File: config.mk
export PLATFORM = sky130hd
export DESIGN_NAME = prefix_varint_stream_decoder_core_flat
export DESIGN_NICKNAME = d
export VERILOG_FILES = /design/src/pvd_pkg.sv /design/src/pvd_if.sv /design/src/prefix_varint_stream_decoder_core.sv /design/src/flat_wrapper.sv
export SDC_FILE = /design/constraint.sdc
export NUM_CORES = 1
export LEC_CHECK = 0
export ABC_AREA = 0
export BUFFER_PORTS_ARGS = -buffer_cell sky130_fd_sc_hd__buf_2
export CORE_AREA = 4 4 147 149
export DETAILED_ROUTE_END_ITERATION = 10
export DIE_AREA = 0 0 151 153
export GPL_TIMING_DRIVEN = 1
export PLACE_DENSITY = 0.62
export SYNTH_ARGS = -nofsm -noshare
export SYNTH_HDL_FRONTEND = slang
export SYNTH_SLANG_ARGS = --single-unit
File: constraint.sdc
create_clock -name clk -period 6.9 [get_ports clk]
set_input_delay 1.38 -clock clk [delete_from_list [all_inputs] [get_ports clk]]
set_output_delay 1.38 -clock clk [all_outputs]
set_load 0.1 [all_outputs]
File: src/pvd_pkg.sv
package pvd_pkg;

  localparam int unsigned NUM_CLASSES = 9;

  localparam logic [3:0] CLASS_INVALID = 4'd9;

  localparam logic [1:0] STATUS_OK      = 2'd0;
  localparam logic [1:0] STATUS_INVALID = 2'd1;
  localparam logic [1:0] STATUS_RANGE   = 2'd2;

  localparam logic [1:0] WIDTH_8  = 2'd0;
  localparam logic [1:0] WIDTH_16 = 2'd1;
  localparam logic [1:0] WIDTH_32 = 2'd2;
  localparam logic [1:0] WIDTH_64 = 2'd3;

  localparam logic [1:0] TWS_RESET = WIDTH_64;

  typedef logic [63:0] value_t;
  typedef logic [4:0]  len_t;
  typedef logic [1:0]  status_t;
  typedef logic [3:0]  class_t;

  typedef struct packed {
    value_t  value;
    len_t    code_length;
    status_t status;
  } result_t;

  function automatic class_t classify(input logic [7:0] b);
    class_t c;
    if (b[7] == 1'b0) begin
      c = 4'd0;
    end else if (b[7:6] == 2'b10) begin
      c = 4'd1;
    end else if (b[7:5] == 3'b110) begin
      c = 4'd2;
    end else if (b[7:3] == 5'b11100) begin
      c = 4'd3;
    end else if (b[7:3] == 5'b11101) begin
      c = 4'd4;
    end else if (b[7:3] == 5'b11110) begin
      c = 4'd5;
    end else if (b == 8'hf8) begin
      c = 4'd6;
    end else if (b == 8'hf9) begin
      c = 4'd7;
    end else if (b == 8'hfa) begin
      c = 4'd8;
    end else begin
      c = CLASS_INVALID;
    end
    return c;
  endfunction

  function automatic len_t class_bytes(input class_t c);
    len_t n;
    case (c)
      4'd0:    n = 5'd1;
      4'd1:    n = 5'd2;
      4'd2:    n = 5'd3;
      4'd3:    n = 5'd4;
      4'd4:    n = 5'd5;
      4'd5:    n = 5'd6;
      4'd6:    n = 5'd8;
      4'd7:    n = 5'd9;
      4'd8:    n = 5'd17;
      default: n = 5'd1;
    endcase
    return n;
  endfunction

  function automatic logic [7:0] class_payload_mask(input class_t c);
    logic [7:0] m;
    case (c)
      4'd0:    m = 8'h7f;
      4'd1:    m = 8'h3f;
      4'd2:    m = 8'h1f;
      4'd3:    m = 8'h07;
      4'd4:    m = 8'h07;
      4'd5:    m = 8'h07;
      default: m = 8'h00;
    endcase
    return m;
  endfunction

  function automatic class_t class_limit(input logic [1:0] sel);
    class_t l;
    case (sel)
      WIDTH_8:  l = 4'd1;
      WIDTH_16: l = 4'd2;
      WIDTH_32: l = 4'd3;
      default:  l = 4'd7;
    endcase
    return l;
  endfunction

  function automatic logic value_over(input logic [1:0] sel, input value_t v);
    logic o;
    case (sel)
      WIDTH_8:  o = |v[63:8];
      WIDTH_16: o = |v[63:16];
      WIDTH_32: o = |v[63:32];
      default:  o = 1'b0;
    endcase
    return o;
  endfunction

endpackage

File: src/pvd_if.sv
interface pvd_in_if;
  logic       valid;
  logic       ready;
  logic [7:0] in_byte;

  modport source (output valid, output in_byte, input ready);
  modport sink (input valid, input in_byte, output ready);
endinterface

interface pvd_out_if;
  logic        valid;
  logic        ready;
  logic [63:0] value;
  logic [4:0]  code_length;
  logic [1:0]  status;

  modport source (output valid, output value, output code_length, output status, input ready);
  modport sink (input valid, input value, input code_length, input status, output ready);
endinterface

interface pvd_cfg_if;
  logic       valid;
  logic       ready;
  logic [1:0] target_width_select;

  modport source (output valid, output target_width_select, input ready);
  modport sink (input valid, input target_width_select, output ready);
endinterface

File: src/prefix_varint_stream_decoder_core.sv
// Prefix-length varint stream decoder.
// in_ch carries one byte of the coded stream per word; out_ch carries one
// result word (value, code_length, status) for each complete code, and one
// at once for an invalid first byte (0xfb..0xff). cfg_ch writes the target
// width select (0=8, 1=16, 2=32, 3=64 bits), always ready; the user must
// write it only while no code is in progress; the block does not enforce
// this. Throughput: one byte per cycle barring stalls. The result word is on
// out_ch in the cycle after the last byte is taken. The decode of a byte is a
// single combinational pass from the state registers to the result register.
// Reset: awaits a first byte, no result pending, target width 64 bits.
// A stalled receiver holds the result register; in_ch stays ready as long
// as the result register is empty or is taken in the same cycle, so a byte
// that finishes no code is taken even while a result waits.
module prefix_varint_stream_decoder_core (
  input  logic              clk,
  input  logic              rst_n,
  pvd_in_if.sink            in_ch,
  pvd_out_if.source         out_ch,
  pvd_cfg_if.sink           cfg_ch
);
  import pvd_pkg::*;

  logic [4:0]  bytes_left_r, bytes_left_nxt;
  value_t      acc_r, acc_nxt;
  class_t      class_r, class_nxt;
  logic        hbs_r, hbs_nxt;
  logic [1:0]  tws_r;
  logic        out_valid_r, out_valid_nxt;
  result_t     res_r, res_nxt;

  logic        in_ready;
  logic        in_take;
  logic        emit;
  class_t      first_class;

  assign first_class = classify(in_ch.in_byte);
  assign emit        = (bytes_left_r == 5'd0 && first_class == CLASS_INVALID) ||
                       (bytes_left_nxt == 5'd0);
  assign in_ready    = !out_valid_r || out_ch.ready || !emit;
  assign in_take     = in_ch.valid && in_ready;

  always_comb begin
    bytes_left_nxt = bytes_left_r;
    acc_nxt        = acc_r;
    class_nxt      = class_r;
    hbs_nxt        = hbs_r;
    res_nxt        = res_r;
    if (bytes_left_r == 5'd0) begin
      if (first_class != CLASS_INVALID) begin
        class_nxt      = first_class;
        acc_nxt        = {56'd0, in_ch.in_byte & class_payload_mask(first_class)};
        hbs_nxt        = 1'b0;
        bytes_left_nxt = class_bytes(first_class) - 5'd1;
      end
    end else begin
      hbs_nxt        = hbs_r || (acc_r[63:56] != 8'd0);
      acc_nxt        = {acc_r[55:0], in_ch.in_byte};
      bytes_left_nxt = bytes_left_r - 5'd1;
    end
    if (bytes_left_r == 5'd0 && first_class == CLASS_INVALID) begin
      res_nxt.value       = '0;
      res_nxt.code_length = 5'd1;
      res_nxt.status      = STATUS_INVALID;
    end else begin
      res_nxt.value       = acc_nxt;
      res_nxt.code_length = class_bytes(class_nxt);
      if (class_nxt > class_limit(tws_r) || hbs_nxt || value_over(tws_r, acc_nxt)) begin
        res_nxt.status = STATUS_RANGE;
      end else begin
        res_nxt.status = STATUS_OK;
      end
    end
  end

  always_comb begin
    out_valid_nxt = out_valid_r && !out_ch.ready;
    if (in_take && emit) begin
      out_valid_nxt = 1'b1;
    end
  end

  always_ff @(posedge clk) begin
    if (!rst_n) begin
      bytes_left_r <= 5'd0;
      acc_r        <= '0;
      class_r      <= 4'd0;
      hbs_r        <= 1'b0;
      tws_r        <= TWS_RESET;
      out_valid_r  <= 1'b0;
    end else begin
      out_valid_r <= out_valid_nxt;
      if (in_take) begin
        bytes_left_r <= bytes_left_nxt;
        acc_r        <= acc_nxt;
        class_r      <= class_nxt;
        hbs_r        <= hbs_nxt;
      end
      if (cfg_ch.valid) begin
        tws_r <= cfg_ch.target_width_select;
      end
    end
  end

  always_ff @(posedge clk) begin
    if (in_take && emit) begin
      res_r <= res_nxt;
    end
  end

  assign in_ch.ready        = in_ready;
  assign cfg_ch.ready       = 1'b1;
  assign out_ch.valid       = out_valid_r;
  assign out_ch.value       = res_r.value;
  assign out_ch.code_length = res_r.code_length;
  assign out_ch.status      = res_r.status;

endmodule

File: src/flat_wrapper.sv
// flat-port wrapper written by rule: the top's interface ports become plain ports
module prefix_varint_stream_decoder_core_flat import pvd_pkg::*;
  (clk, rst_n, in_ch_valid, in_ch_in_byte, in_ch_ready, out_ch_valid, out_ch_value, out_ch_code_length, out_ch_status, out_ch_ready, cfg_ch_valid, cfg_ch_target_width_select, cfg_ch_ready);
  pvd_in_if in_ch_i ();
  pvd_out_if out_ch_i ();
  pvd_cfg_if cfg_ch_i ();
  input  logic clk;
  input  logic rst_n;
  input wire logic [$bits(in_ch_i.valid)-1:0] in_ch_valid;
  input wire logic [$bits(in_ch_i.in_byte)-1:0] in_ch_in_byte;
  output wire logic [$bits(in_ch_i.ready)-1:0] in_ch_ready;
  output wire logic [$bits(out_ch_i.valid)-1:0] out_ch_valid;
  output wire logic [$bits(out_ch_i.value)-1:0] out_ch_value;
  output wire logic [$bits(out_ch_i.code_length)-1:0] out_ch_code_length;
  output wire logic [$bits(out_ch_i.status)-1:0] out_ch_status;
  input wire logic [$bits(out_ch_i.ready)-1:0] out_ch_ready;
  input wire logic [$bits(cfg_ch_i.valid)-1:0] cfg_ch_valid;
  input wire logic [$bits(cfg_ch_i.target_width_select)-1:0] cfg_ch_target_width_select;
  output wire logic [$bits(cfg_ch_i.ready)-1:0] cfg_ch_ready;
  assign in_ch_i.valid = in_ch_valid;
  assign in_ch_i.in_byte = in_ch_in_byte;
  assign in_ch_ready = in_ch_i.ready;
  assign out_ch_valid = out_ch_i.valid;
  assign out_ch_value = out_ch_i.value;
  assign out_ch_code_length = out_ch_i.code_length;
  assign out_ch_status = out_ch_i.status;
  assign out_ch_i.ready = out_ch_ready;
  assign cfg_ch_i.valid = cfg_ch_valid;
  assign cfg_ch_i.target_width_select = cfg_ch_target_width_select;
  assign cfg_ch_ready = cfg_ch_i.ready;
  prefix_varint_stream_decoder_core u_core (.clk(clk), .rst_n(rst_n), .in_ch(in_ch_i), .out_ch(out_ch_i), .cfg_ch(cfg_ch_i));
endmodule
Word level (Yosys, flattened, before mapping):

Memories as Yosys holds them, arrays and structs flattened. A register that Yosys moved wholly into a read port is not among the register bits.
Cells that the tools add are included.

* bits in read-only memories: 160
* word-level logic and storage cells: 81
* bits in registers: 143
* memories: 2
* bits of input ports: 15
* output and inout port bits: 74

* mux-type cells: 28
* add/sub/neg operators: 2
* reduce and logical (&&, ||, !) cells: 22
* bitwise gates (word level): 1
* equal/unequal tests: 17
* magnitude comparators: 1

Memory list
* (name not given): words 16, bits a word 5, read ports 1, clocked after Yosys merged registers in 0, write ports 0, RTL line pvd_pkg.sv:57 `case (c)`
* (name not given): words 16, bits a word 5, read ports 1, clocked after Yosys merged registers in 1, write ports 0, RTL line pvd_pkg.sv:57

Operator list (number)
* 64-bit 2-to-1 mux: 2
* 56-bit OR reduction: 1
* 48-bit OR reduction: 1
* 4-bit 2-to-1 mux: 11
* 32-bit OR reduction: 1
* 7-bit case mux with 4 select lines: 1
* 8-bit equality test (second input constant): 3
* 5-bit 2-to-1 mux: 4
* 8-bit 2-to-1 mux: 2
* 5-bit equality test (second input constant): 3
* 5-bit logical NOT: 2
* 5-bit by 1-bit subtractor with 5-bit output (second input constant): 2
* 3-bit case mux with 3 select lines: 1
* 8-bit AND: 1
* 4-bit by 2-bit equality test with 1-bit output (second input constant): 2
* 4-bit by 3-bit equality test with 1-bit output (second input constant): 2
* 8-bit nonzero test: 1
* 1-bit logical OR: 6
* 1-bit 2-to-1 mux: 5
* 2-bit equality test (second input constant): 2
* 4-bit by 1-bit equality test with 1-bit output (second input constant): 1
* 4-bit equality test (second input constant): 1
* 4-bit greater-than comparator: 1
* 1-bit logical AND: 4
* 9 further kinds: 11

Longest topological paths before layout:

Gate-level depths: netlist of the first run.

* depth after elaboration: 23
* mapped depth: 18
* mapped depth without buffers: 17

Worst setup path before layout of the first run:

Ideal clock, no wire load.

* path type: input port to flip-flop
* from: input port in_ch_in_byte[4]
* to: register u_core.out_ch.code_length[0] (netlist name)
* stages on the path: 15
* required time: 6.399 ns
* setup time: 0.501 ns
* path slack: -0.485 ns
* arrival time: 6.884 ns
* path buffers: 1
* cell sequence: buf_2 -> o21ai_0 -> a21boi_0 -> o21ai_0 -> inv_1 -> ha_1 -> o21ai_0 -> a41o_2 -> ha_1 -> a31o_2 -> o211ai_1 -> o211ai_4 -> nor3_1 -> nor2_1 -> nor2_1

* longest elaborated chain between the ends: 22
* elaborated cells between the ends (all ways): 32
* classes of those cells: add/sub (1); eq/ne (8); mux (15); reduce/logical (7); memory (1)

Ends and longest elaborated chain
* start: declaration: RTL line flat_wrapper.sv:10 `input wire logic [$bits(in_ch_i.in_byte)-1:0] in_ch_in_byte;`
* 8-bit equality test: RTL line pvd_pkg.sv:47 `end else if (b == 8'hfa) begin`
* 1-bit 2-to-1 mux: RTL line pvd_pkg.sv:47
* 4-bit 2-to-1 mux: RTL line pvd_pkg.sv:45 `end else if (b == 8'hf9) begin`
* 4-bit 2-to-1 mux: RTL line pvd_pkg.sv:43 `end else if (b == 8'hf8) begin`
* 4-bit 2-to-1 mux: RTL line pvd_pkg.sv:41 `end else if (b[7:3] == 5'b11110) begin`
* 4-bit 2-to-1 mux: RTL line pvd_pkg.sv:39 `end else if (b[7:3] == 5'b11101) begin`
* 4-bit 2-to-1 mux (*): RTL line pvd_pkg.sv:37 `end else if (b[7:3] == 5'b11100) begin`
* 4-bit 2-to-1 mux (*): RTL line pvd_pkg.sv:35 `end else if (b[7:5] == 3'b110) begin`
* (+6 left out)
* 5-bit 2-to-1 mux: RTL line prefix_varint_stream_decoder_core.sv:49 `if (first_class != CLASS_INVALID) begin`
* 5-bit 2-to-1 mux: RTL line prefix_varint_stream_decoder_core.sv:48 `if (bytes_left_r == 5'd0) begin`
* 5-bit logical NOT: RTL line prefix_varint_stream_decoder_core.sv:38 `(bytes_left_nxt == 5'd0);`
* 1-bit logical OR: RTL line prefix_varint_stream_decoder_core.sv:37 `assign emit = (bytes_left_r == 5'd0 && first_class == CLASS_INVALID) ||`
* 1-bit logical NOT: RTL line prefix_varint_stream_decoder_core.sv:39 `assign in_ready = !out_valid_r || out_ch.ready || !emit;`
* 1-bit logical OR: RTL line prefix_varint_stream_decoder_core.sv:39
* 1-bit logical AND: RTL line prefix_varint_stream_decoder_core.sv:40 `assign in_take = in_ch.valid && in_ready;`
* 1-bit logical AND: RTL line prefix_varint_stream_decoder_core.sv:105 `if (in_take && emit) begin`

Mark *: on every way between the ends. The rest lies on a longest branch, timed or not. The select of a mux whose other input is x is not followed.
A chain may end at the register's enable or synchronous reset.

Worst setup path after layout of the first run:

* from: input port in_ch_in_byte[2]
* to: output port in_ch_ready

* longest elaborated chain between the ends: 20
* elaborated cells between the ends (all ways): 25
* classes of those cells: add/sub (1); eq/ne (5); mux (13); reduce/logical (5); memory (1)

Ends and longest elaborated chain
* 8-bit equality test: RTL line pvd_pkg.sv:47
* 1-bit 2-to-1 mux: RTL line pvd_pkg.sv:47
* 4-bit 2-to-1 mux: RTL line pvd_pkg.sv:45
* 4-bit 2-to-1 mux (*): RTL line pvd_pkg.sv:43
* 4-bit 2-to-1 mux (*): RTL line pvd_pkg.sv:41
* 4-bit 2-to-1 mux (*): RTL line pvd_pkg.sv:39
* 4-bit 2-to-1 mux (*): RTL line pvd_pkg.sv:37
* 4-bit 2-to-1 mux (*): RTL line pvd_pkg.sv:35
* (+4 left out)
* 5-bit 2-to-1 mux: RTL line prefix_varint_stream_decoder_core.sv:48
* 5-bit by 1-bit subtractor with 5-bit output: RTL line prefix_varint_stream_decoder_core.sv:53 `bytes_left_nxt = class_bytes(first_class) - 5'd1;`
* 5-bit 2-to-1 mux: RTL line prefix_varint_stream_decoder_core.sv:49
* 5-bit 2-to-1 mux: RTL line prefix_varint_stream_decoder_core.sv:48
* 5-bit logical NOT: RTL line prefix_varint_stream_decoder_core.sv:38
* 1-bit logical OR (*): RTL line prefix_varint_stream_decoder_core.sv:37
* 1-bit logical NOT (*): RTL line prefix_varint_stream_decoder_core.sv:39
* 1-bit logical OR (*): RTL line prefix_varint_stream_decoder_core.sv:39
* end: declaration: RTL line flat_wrapper.sv:11 `output wire logic [$bits(in_ch_i.ready)-1:0] in_ch_ready;`

Marks and branches as above.

==> impl_metrics.json, run 1 <==
{
  "syn_area_per_cell_um2": 12.3,
  "met3_usage": 0.0358,
  "worstRegToRegCells": 9,
  "fmax_ghz": 0.164,
  "r2r_end": "u_core.out_ch.value[30]",
  "drv_slew": 0,
  "start_util": 0.307,
  "fin_crit_sh": 0.884,
  "cts_tree": "yes",
  "ir_worst_vdd_mv": 0.181,
  "ys_ff_latch": 148,
  "crit_start": "in_ch_in_byte[2]",
  "fp.dieW_um": 151,
  "drcViolationCount": 0,
  "regArea_um2": 3670,
  "p_total_mw": 3.33,
  "antenna_cells": 0,
  "max_slew_margin": 0.402,
  "grt_pass1_wl_mm": 22.7,
  "reg2reg_from": "u_core.bytes_left_r[0]",
  "clock_latency_ns": 0.42,
  "syn_to_final_growth_pct": 20.5,
  "crit_fanout": 7,
  "syn-cell-area_um2": 6190,
  "finalSetupTns_ns": 0,
  "fin_nets": 611,
  "syn_inst": 503,
  "routabilityCongestion": 0.885,
  "p_leak_nw": 2.91,
  "top_usage_layer": "met2",
  "startpoint_type": "input port",
  "holdWs_ns": 0.464,
  "drt-pass1-iter-count": 4,
  "synth_nets": 529,
  "met1_usage": 0.150,
  "rows": 52,
  "rsz0062_at_grt": "false",
  "clkTransAtPathRegs_ns": 0.06,
  "grt_usage": 0.126,
  "ant_nets": 0,
  "worst_clock_skew_ns": 0.00739,
  "finalWirelength_mm": 14.5,
  "synth_ff_type": "dfxtp_1",
  "vias": 4304,
  "synth_cell_type_count": 65,
  "hpwl_mm": 10.3,
  "overflow": 0,
  "routed_via_density": 4.96,
  "regToRegSetupSlack_ns": 3.30,
  "final_core_util": 0.370,
  "endpoint_kind": "primary output",
  "grt_max_degree": 72,
  "synth_edf_count": 71,
  "cts_resized": 0,
  "crit_type": "in -> out",
  "cap_violations": 0,
  "core_um2": 20200,
  "async_flop_share": 0,
  "period_needed_ns": 6.10,
  "pwr_density_cell_nw_per_um2": 446,
  "grt_pass1_vias": 4211,
  "clockBufferDepth": 2,
  "cts_root_buffer": "clkbuf_16",
  "holdPathStages": 2,
  "port_buffers": 87,
  "tightest_slew_ns": 0.897,
  "use_met2": 0.213,
  "wire_per_inst_um": 16.7,
  "fill_cells": 1976,
  "cts_hold_buffers": 0,
  "ys_seq_area_frac": 0.594,
  "post_cts_buffers": 0,
  "antenna_found_initial": 0,
  "hold_viol": 0,
  "cp.arrival_ns": 4.72,
  "cts_buffers": 17,
  "drive_above_1_share": 0.234,
  "required_ns": 5.52,
  "multiInputGateArea_um2": 2280,
  "die_area_um2": 23100,
  "die_h_um": 153,
  "min_to": "u_core.class_r[0]",
  "hold_class": "reg -> reg",
  "yosysWarnings": 0,
  "hp-start": "u_core.class_r[0]",
  "initialDrtViolationCount": 387,
  "cts_max_level": 4,
  "ioPinCount": 89,
  "clock_sinks": 148,
  "status": "completed",
  "finalSetupViolCount": 0
}
report_power, final:
group          total [mW]  switching [mW]  internal, mW  leakage (nW)
Combinational        1.21           0.966         0.249          1.30
Sequential           1.15          0.0673          1.08          1.29
Clock               0.970           0.339         0.630         0.315
cell usage after synthesis, drive strengths merged, types with 4 or more instances:
library cell	n	area (um2)
nand3	4	25.0
nor2b	6	37.5
o211ai	6	63.8
nor4	17	121
buf	15	128
nor3	8	40.0
a21oi	14	70.1
dfxtp	77	1540
ha	11	138
nor2	16	62.6
nand2b	5	31.3
a211oi	11	95.1
clkbuf	14	53.8
o21a	4	30.0
a22o	65	569
and2	65	407
edfxtp	71	2130
inv	14	52.6
nand2	19	71.3
o21ai	15	86.3
per-stage QoR:
| stage | instance area (um2) | std cells | worst slack (ns) |
|---|---|---|---|
| finish | 7460 | 868 | 0.803 |
| global route | 7460 | 868 | 0.590 |
| CTS | 7460 | 868 | 0.822 |
| detailed placement | 6830 | 836 | 0.850 |
| global placement | 6830 | 836 | 0.982 |
| floorplan | 6190 | 503 | 0.461 |
sequential cells by signal, summed over array words and instances, names as in the netlist:
| name | cells |
|---|---|
| u_core.out_ch.status | 2 |
| u_core.out_ch.code_length | 5 |
| u_core.out_ch.value | 64 |
| u_core.bytes_left_r | 5 |
| u_core.tws_r | 2 |
| u_core.acc_r | 64 |
| u_core.out_ch.valid | 1 |
| u_core.hbs_r | 1 |
| u_core.class_r | 4 |
cell families after synthesis:
kind of cell / count (synthesis) / synth area share
simple gates: 155 / 0.148
flops: 148 / 0.594
compound gates: 139 / 0.188
buf+inv: 44 / 0.0384
fa+ha+maj: 11 / 0.0222
mux: 3 / 0.00687
xor+xnor: 2 / 0.00283
other cells: 1 / 0.000606
how the worst max path moves through the flow:
stage                   to
6_report       in_ch_ready
5_1_grt        in_ch_ready
4_1_cts        in_ch_ready
3_5_place_dp   in_ch_ready
3_3_place_gp   in_ch_ready
2_1_floorplan  in_ch_ready
critical path: stages:
cell,delay [ns]
buf_2,0.14
o21ai_0,0.16
a21boi_0,0.09
o21ai_0,0.44
inv_1,0.13
ha_1,0.34
o21ai_0,0.09
a41o_2,0.34
ha_1,0.23
a31o_2,0.24
o211ai_1,0.26
o211ai_4,0.18
nor3_1,0.27
o21ai_1,0.10
buf_2,0.32
layout by cell type, fill, tap and decap left out, types with 3 or more instances in the layout:
cell type  count
bufinv_16      3
nand4_1        3
nor2_1        14
buf_4          5
o21ai_0       13
o211ai_1       4
o21a_1         4
edfxtp_1      71
dfxtp_1       77
nand2b_1       5
clkbuf_16     19
ha_1          11
nor4_1        16
nand3_1        3
nand2_1       19
a22o_1        65
and2_1        65
a211oi_1      10
clkinv_2       3
inv_1         14
nor2b_1        6
clkbuf_1       3
buf_2         87
a21oi_1       14
and3_1         3
nor3_1         8
layout make-up:
type	instances	area share
Sequential cell	148	0.492
Multi-Input combinational cell	311	0.306
Clock buffer	24	0.0689
Timing Repair Buffer	92	0.0634
Tap cell	270	0.0453
Clock inverter	8	0.0161
Inverter	15	0.00755
routing by layer:
metal  part of all wire  vias to the layer above
met1               0.41                     2078
met2               0.51                      134
li1                   -                     2062
met5                  0                        -
met4              0.024                        0
met3              0.051                       30
(Power assumes the default switching activity.)
==> inputs of run 2 (changes only) <==
--- a/config.mk
+++ b/config.mk
@@ -6,12 +6,12 @@
 export NUM_CORES = 1
 export LEC_CHECK = 0
 export ABC_AREA = 0
-export BUFFER_PORTS_ARGS = -buffer_cell sky130_fd_sc_hd__buf_2
 export CORE_AREA = 4 4 147 149
 export DETAILED_ROUTE_END_ITERATION = 10
 export DIE_AREA = 0 0 151 153
+export DONT_BUFFER_PORTS = 1
 export GPL_TIMING_DRIVEN = 1
-export PLACE_DENSITY = 0.62
+export PLACE_DENSITY = 0.58
 export SYNTH_ARGS = -nofsm -noshare
 export SYNTH_HDL_FRONTEND = slang
 export SYNTH_SLANG_ARGS = --single-unit
==> impl_metrics.json, run 2 (same netlist as run 1, synthesis figures left out) <==
{
  "status": "completed",
  "drv_slew": 0,
  "clockPowerShare": 0.295,
  "worst-path-stages": 14,
  "fill_cells": 1990,
  "endpoint_kind": "primary output",
  "required_ns": 5.52,
  "fmax_ghz": 0.171,
  "vias": 4000,
  "crit_path_frequent_cell": "o21ai_0",
  "fin_nets": 527,
  "start_util": 0.307,
  "drcViolationCount": 0,
  "critPathCapture": "in_ch_ready",
  "p_seq_frac": 0.508,
  "drt-pass1-iter-count": 5,
  "cts_tree": "yes",
  "path_cells": "o21ai_0, a21boi_0, o21ai_0, inv_1, ha_1, o21ai_0, a41o_2, ha_1, a31o_2, o211ai_1, o211ai_4, nor3_1, o21ai_2, buf_4",
  "ir_worst_vdd_mv": 0.196,
  "grt_max_degree": 68,
  "critPathMaxStageDelay_ns": 0.41,
  "worst_clock_skew_ns": 0.00985,
  "clockBufferDepth": 2,
  "ioPinCount": 89,
  "clock_sinks": 148,
  "path_buf_inv": 2,
  "grt_pass1_vias": 3928,
  "hold_class": "reg -> reg",
  "crit_fanout": 7,
  "die_h_um": 153,
  "cp_top_family": "compound AO/OA/AOI/OAI gates",
  "ant_nets": 0,
  "wl_met1_mm": 6.65,
  "tightest_slew_ns": 0.985,
  "pwr_density_cell_nw_per_um2": 466,
  "routed_via_density": 5.10,
  "cap_violations": 0,
  "comb_power_share": 0.198,
  "rows": 52,
  "post_cts_buffers": 0,
  "dp.cells": 752,
  "dr_wl_met2_mm": 7.40,
  "initialDrtViolationCount": 281,
  "die_area_um2": 23100,
  "finalSetupViolCount": 0,
  "top_layer_used": "met4",
  "p_total_mw": 3.28,
  "final_cell_mix": "77 x dfxtp_1, 71 x edfxtp_1, 65 x and2_1, 65 x a22o_1, 19 x nand2_1",
  "met3_length_um": 761,
  "hold_viol": 0,
  "p_leak_nw": 2.57,
  "period_needed_ns": 5.85,
  "overflow": 0,
  "final_core_util": 0.349,
  "antenna_cells": 0,
  "cts_hold_buffers": 0,
  "antenna_found_initial": 0,
  "swShare": 0.427,
  "internal_power_mw": 1.88,
  "drive_above_1_share": 0.117,
  "clock_latency_ns": 0.42,
  "hpwl_mm": 10.7,
  "port_buffers": 0,
  "final_cells": 784,
  "startpoint_type": "input port",
  "cp.arrival_ns": 4.47,
  "worstRegToRegCells": 10,
  "cp_slowest_cell": "o21ai_0",
  "grt_pass1_wl_mm": 23.2,
  "clkTransAtPathRegs_ns": 0.06,
  "reg2reg_from": "u_core.bytes_left_r[0]",
  "max_slew_margin": 0.345,
  "crit_start": "in_ch_in_byte[2]",
  "crit_type": "in -> out",
  "cts_resized": 0,
  "grt_usage": 0.131,
  "cts_buffers": 17,
  "rsz0062_at_grt": "false",
  "regToRegSetupSlack_ns": 3.13,
  "fp.dieW_um": 151,
  "finalSetupTns_ns": 0,
  "syn_to_final_growth_pct": 13.7,
  "wire_per_inst_um": 19.2,
  "cts_root_buffer": "clkbuf_16",
  "fin_crit_sh": 0.848,
  "core_um2": 20200,
  "routabilityCongestion": 0.857,
  "r2r_end": "u_core.out_ch.value[44]",
  "p_switching_mw": 1.40,
  "cts_max_level": 4,
  "final_common_cell": "dfxtp_1",
  "finalWirelength_mm": 15.0
}
-- run 2: cell types whose count changed in the layout (fill, tap and decap cells not counted), sizes merged --
cell    delta
clkinv     +1
clkbuf     -5
buf       -84
inv        +4
-- run 2: metrics by stage --
step | setup WS (ns) | area (um2) | hold slack, ns
6_report | 1.05 | 7040 | 0.473
5_1_grt | 0.754 | 7040 | 0.491
4_1_cts | 1.04 | 7040 | 0.475
3_5_place_dp | 1.08 | 6420 | 0.457
3_3_place_gp | 1.10 | 6420 | 0.455
2_1_floorplan | 0.461 | 6190 | 0.431
-- run 2: worst min path at each step --
stage	start	end	slack [ns]	cells past startpoint
4_1_cts	u_core.class_r[3]	u_core.class_r[3]	0.48	2
3_3_place_gp	u_core.acc_r[6]	u_core.acc_r[6]	0.45	1
2_1_floorplan	u_core.class_r[2]	u_core.class_r[2]	0.43	2
6_report	u_core.acc_r[5]	u_core.acc_r[5]	0.47	1
5_1_grt	u_core.class_r[3]	u_core.class_r[3]	0.49	2
3_5_place_dp	u_core.acc_r[5]	u_core.acc_r[5]	0.46	1
-- run 2: power groups by stage --
stage,Sequential (mW),Clock (mW),Combinational (mW)
floorplan,1.65,0,0.516
finish,1.67,0.967,0.649
detailed placement,1.69,0,0.658
global route,1.68,1.03,0.722
CTS,1.67,0.983,0.659
global placement,1.69,0,0.647
-- run 2: layout make-up --
class | instances | area [um2] | area share
repair buffers | 8 | 60.1 | 0.00853
flip-flops and latches | 148 | 3670 | 0.522
multi-input cells | 311 | 2290 | 0.325
clock buffers | 19 | 453 | 0.0644
well taps | 270 | 338 | 0.0480
clock inverters | 13 | 169 | 0.0240
inverters | 15 | 56.3 | 0.00800
-- run 2: per-layer routing --
metal,vias up,global-route usage
li1,1899,-
met1,1957,0.170
met2,129,0.209
met3,15,0.0391
met4,0,0.0432
met5,-,0
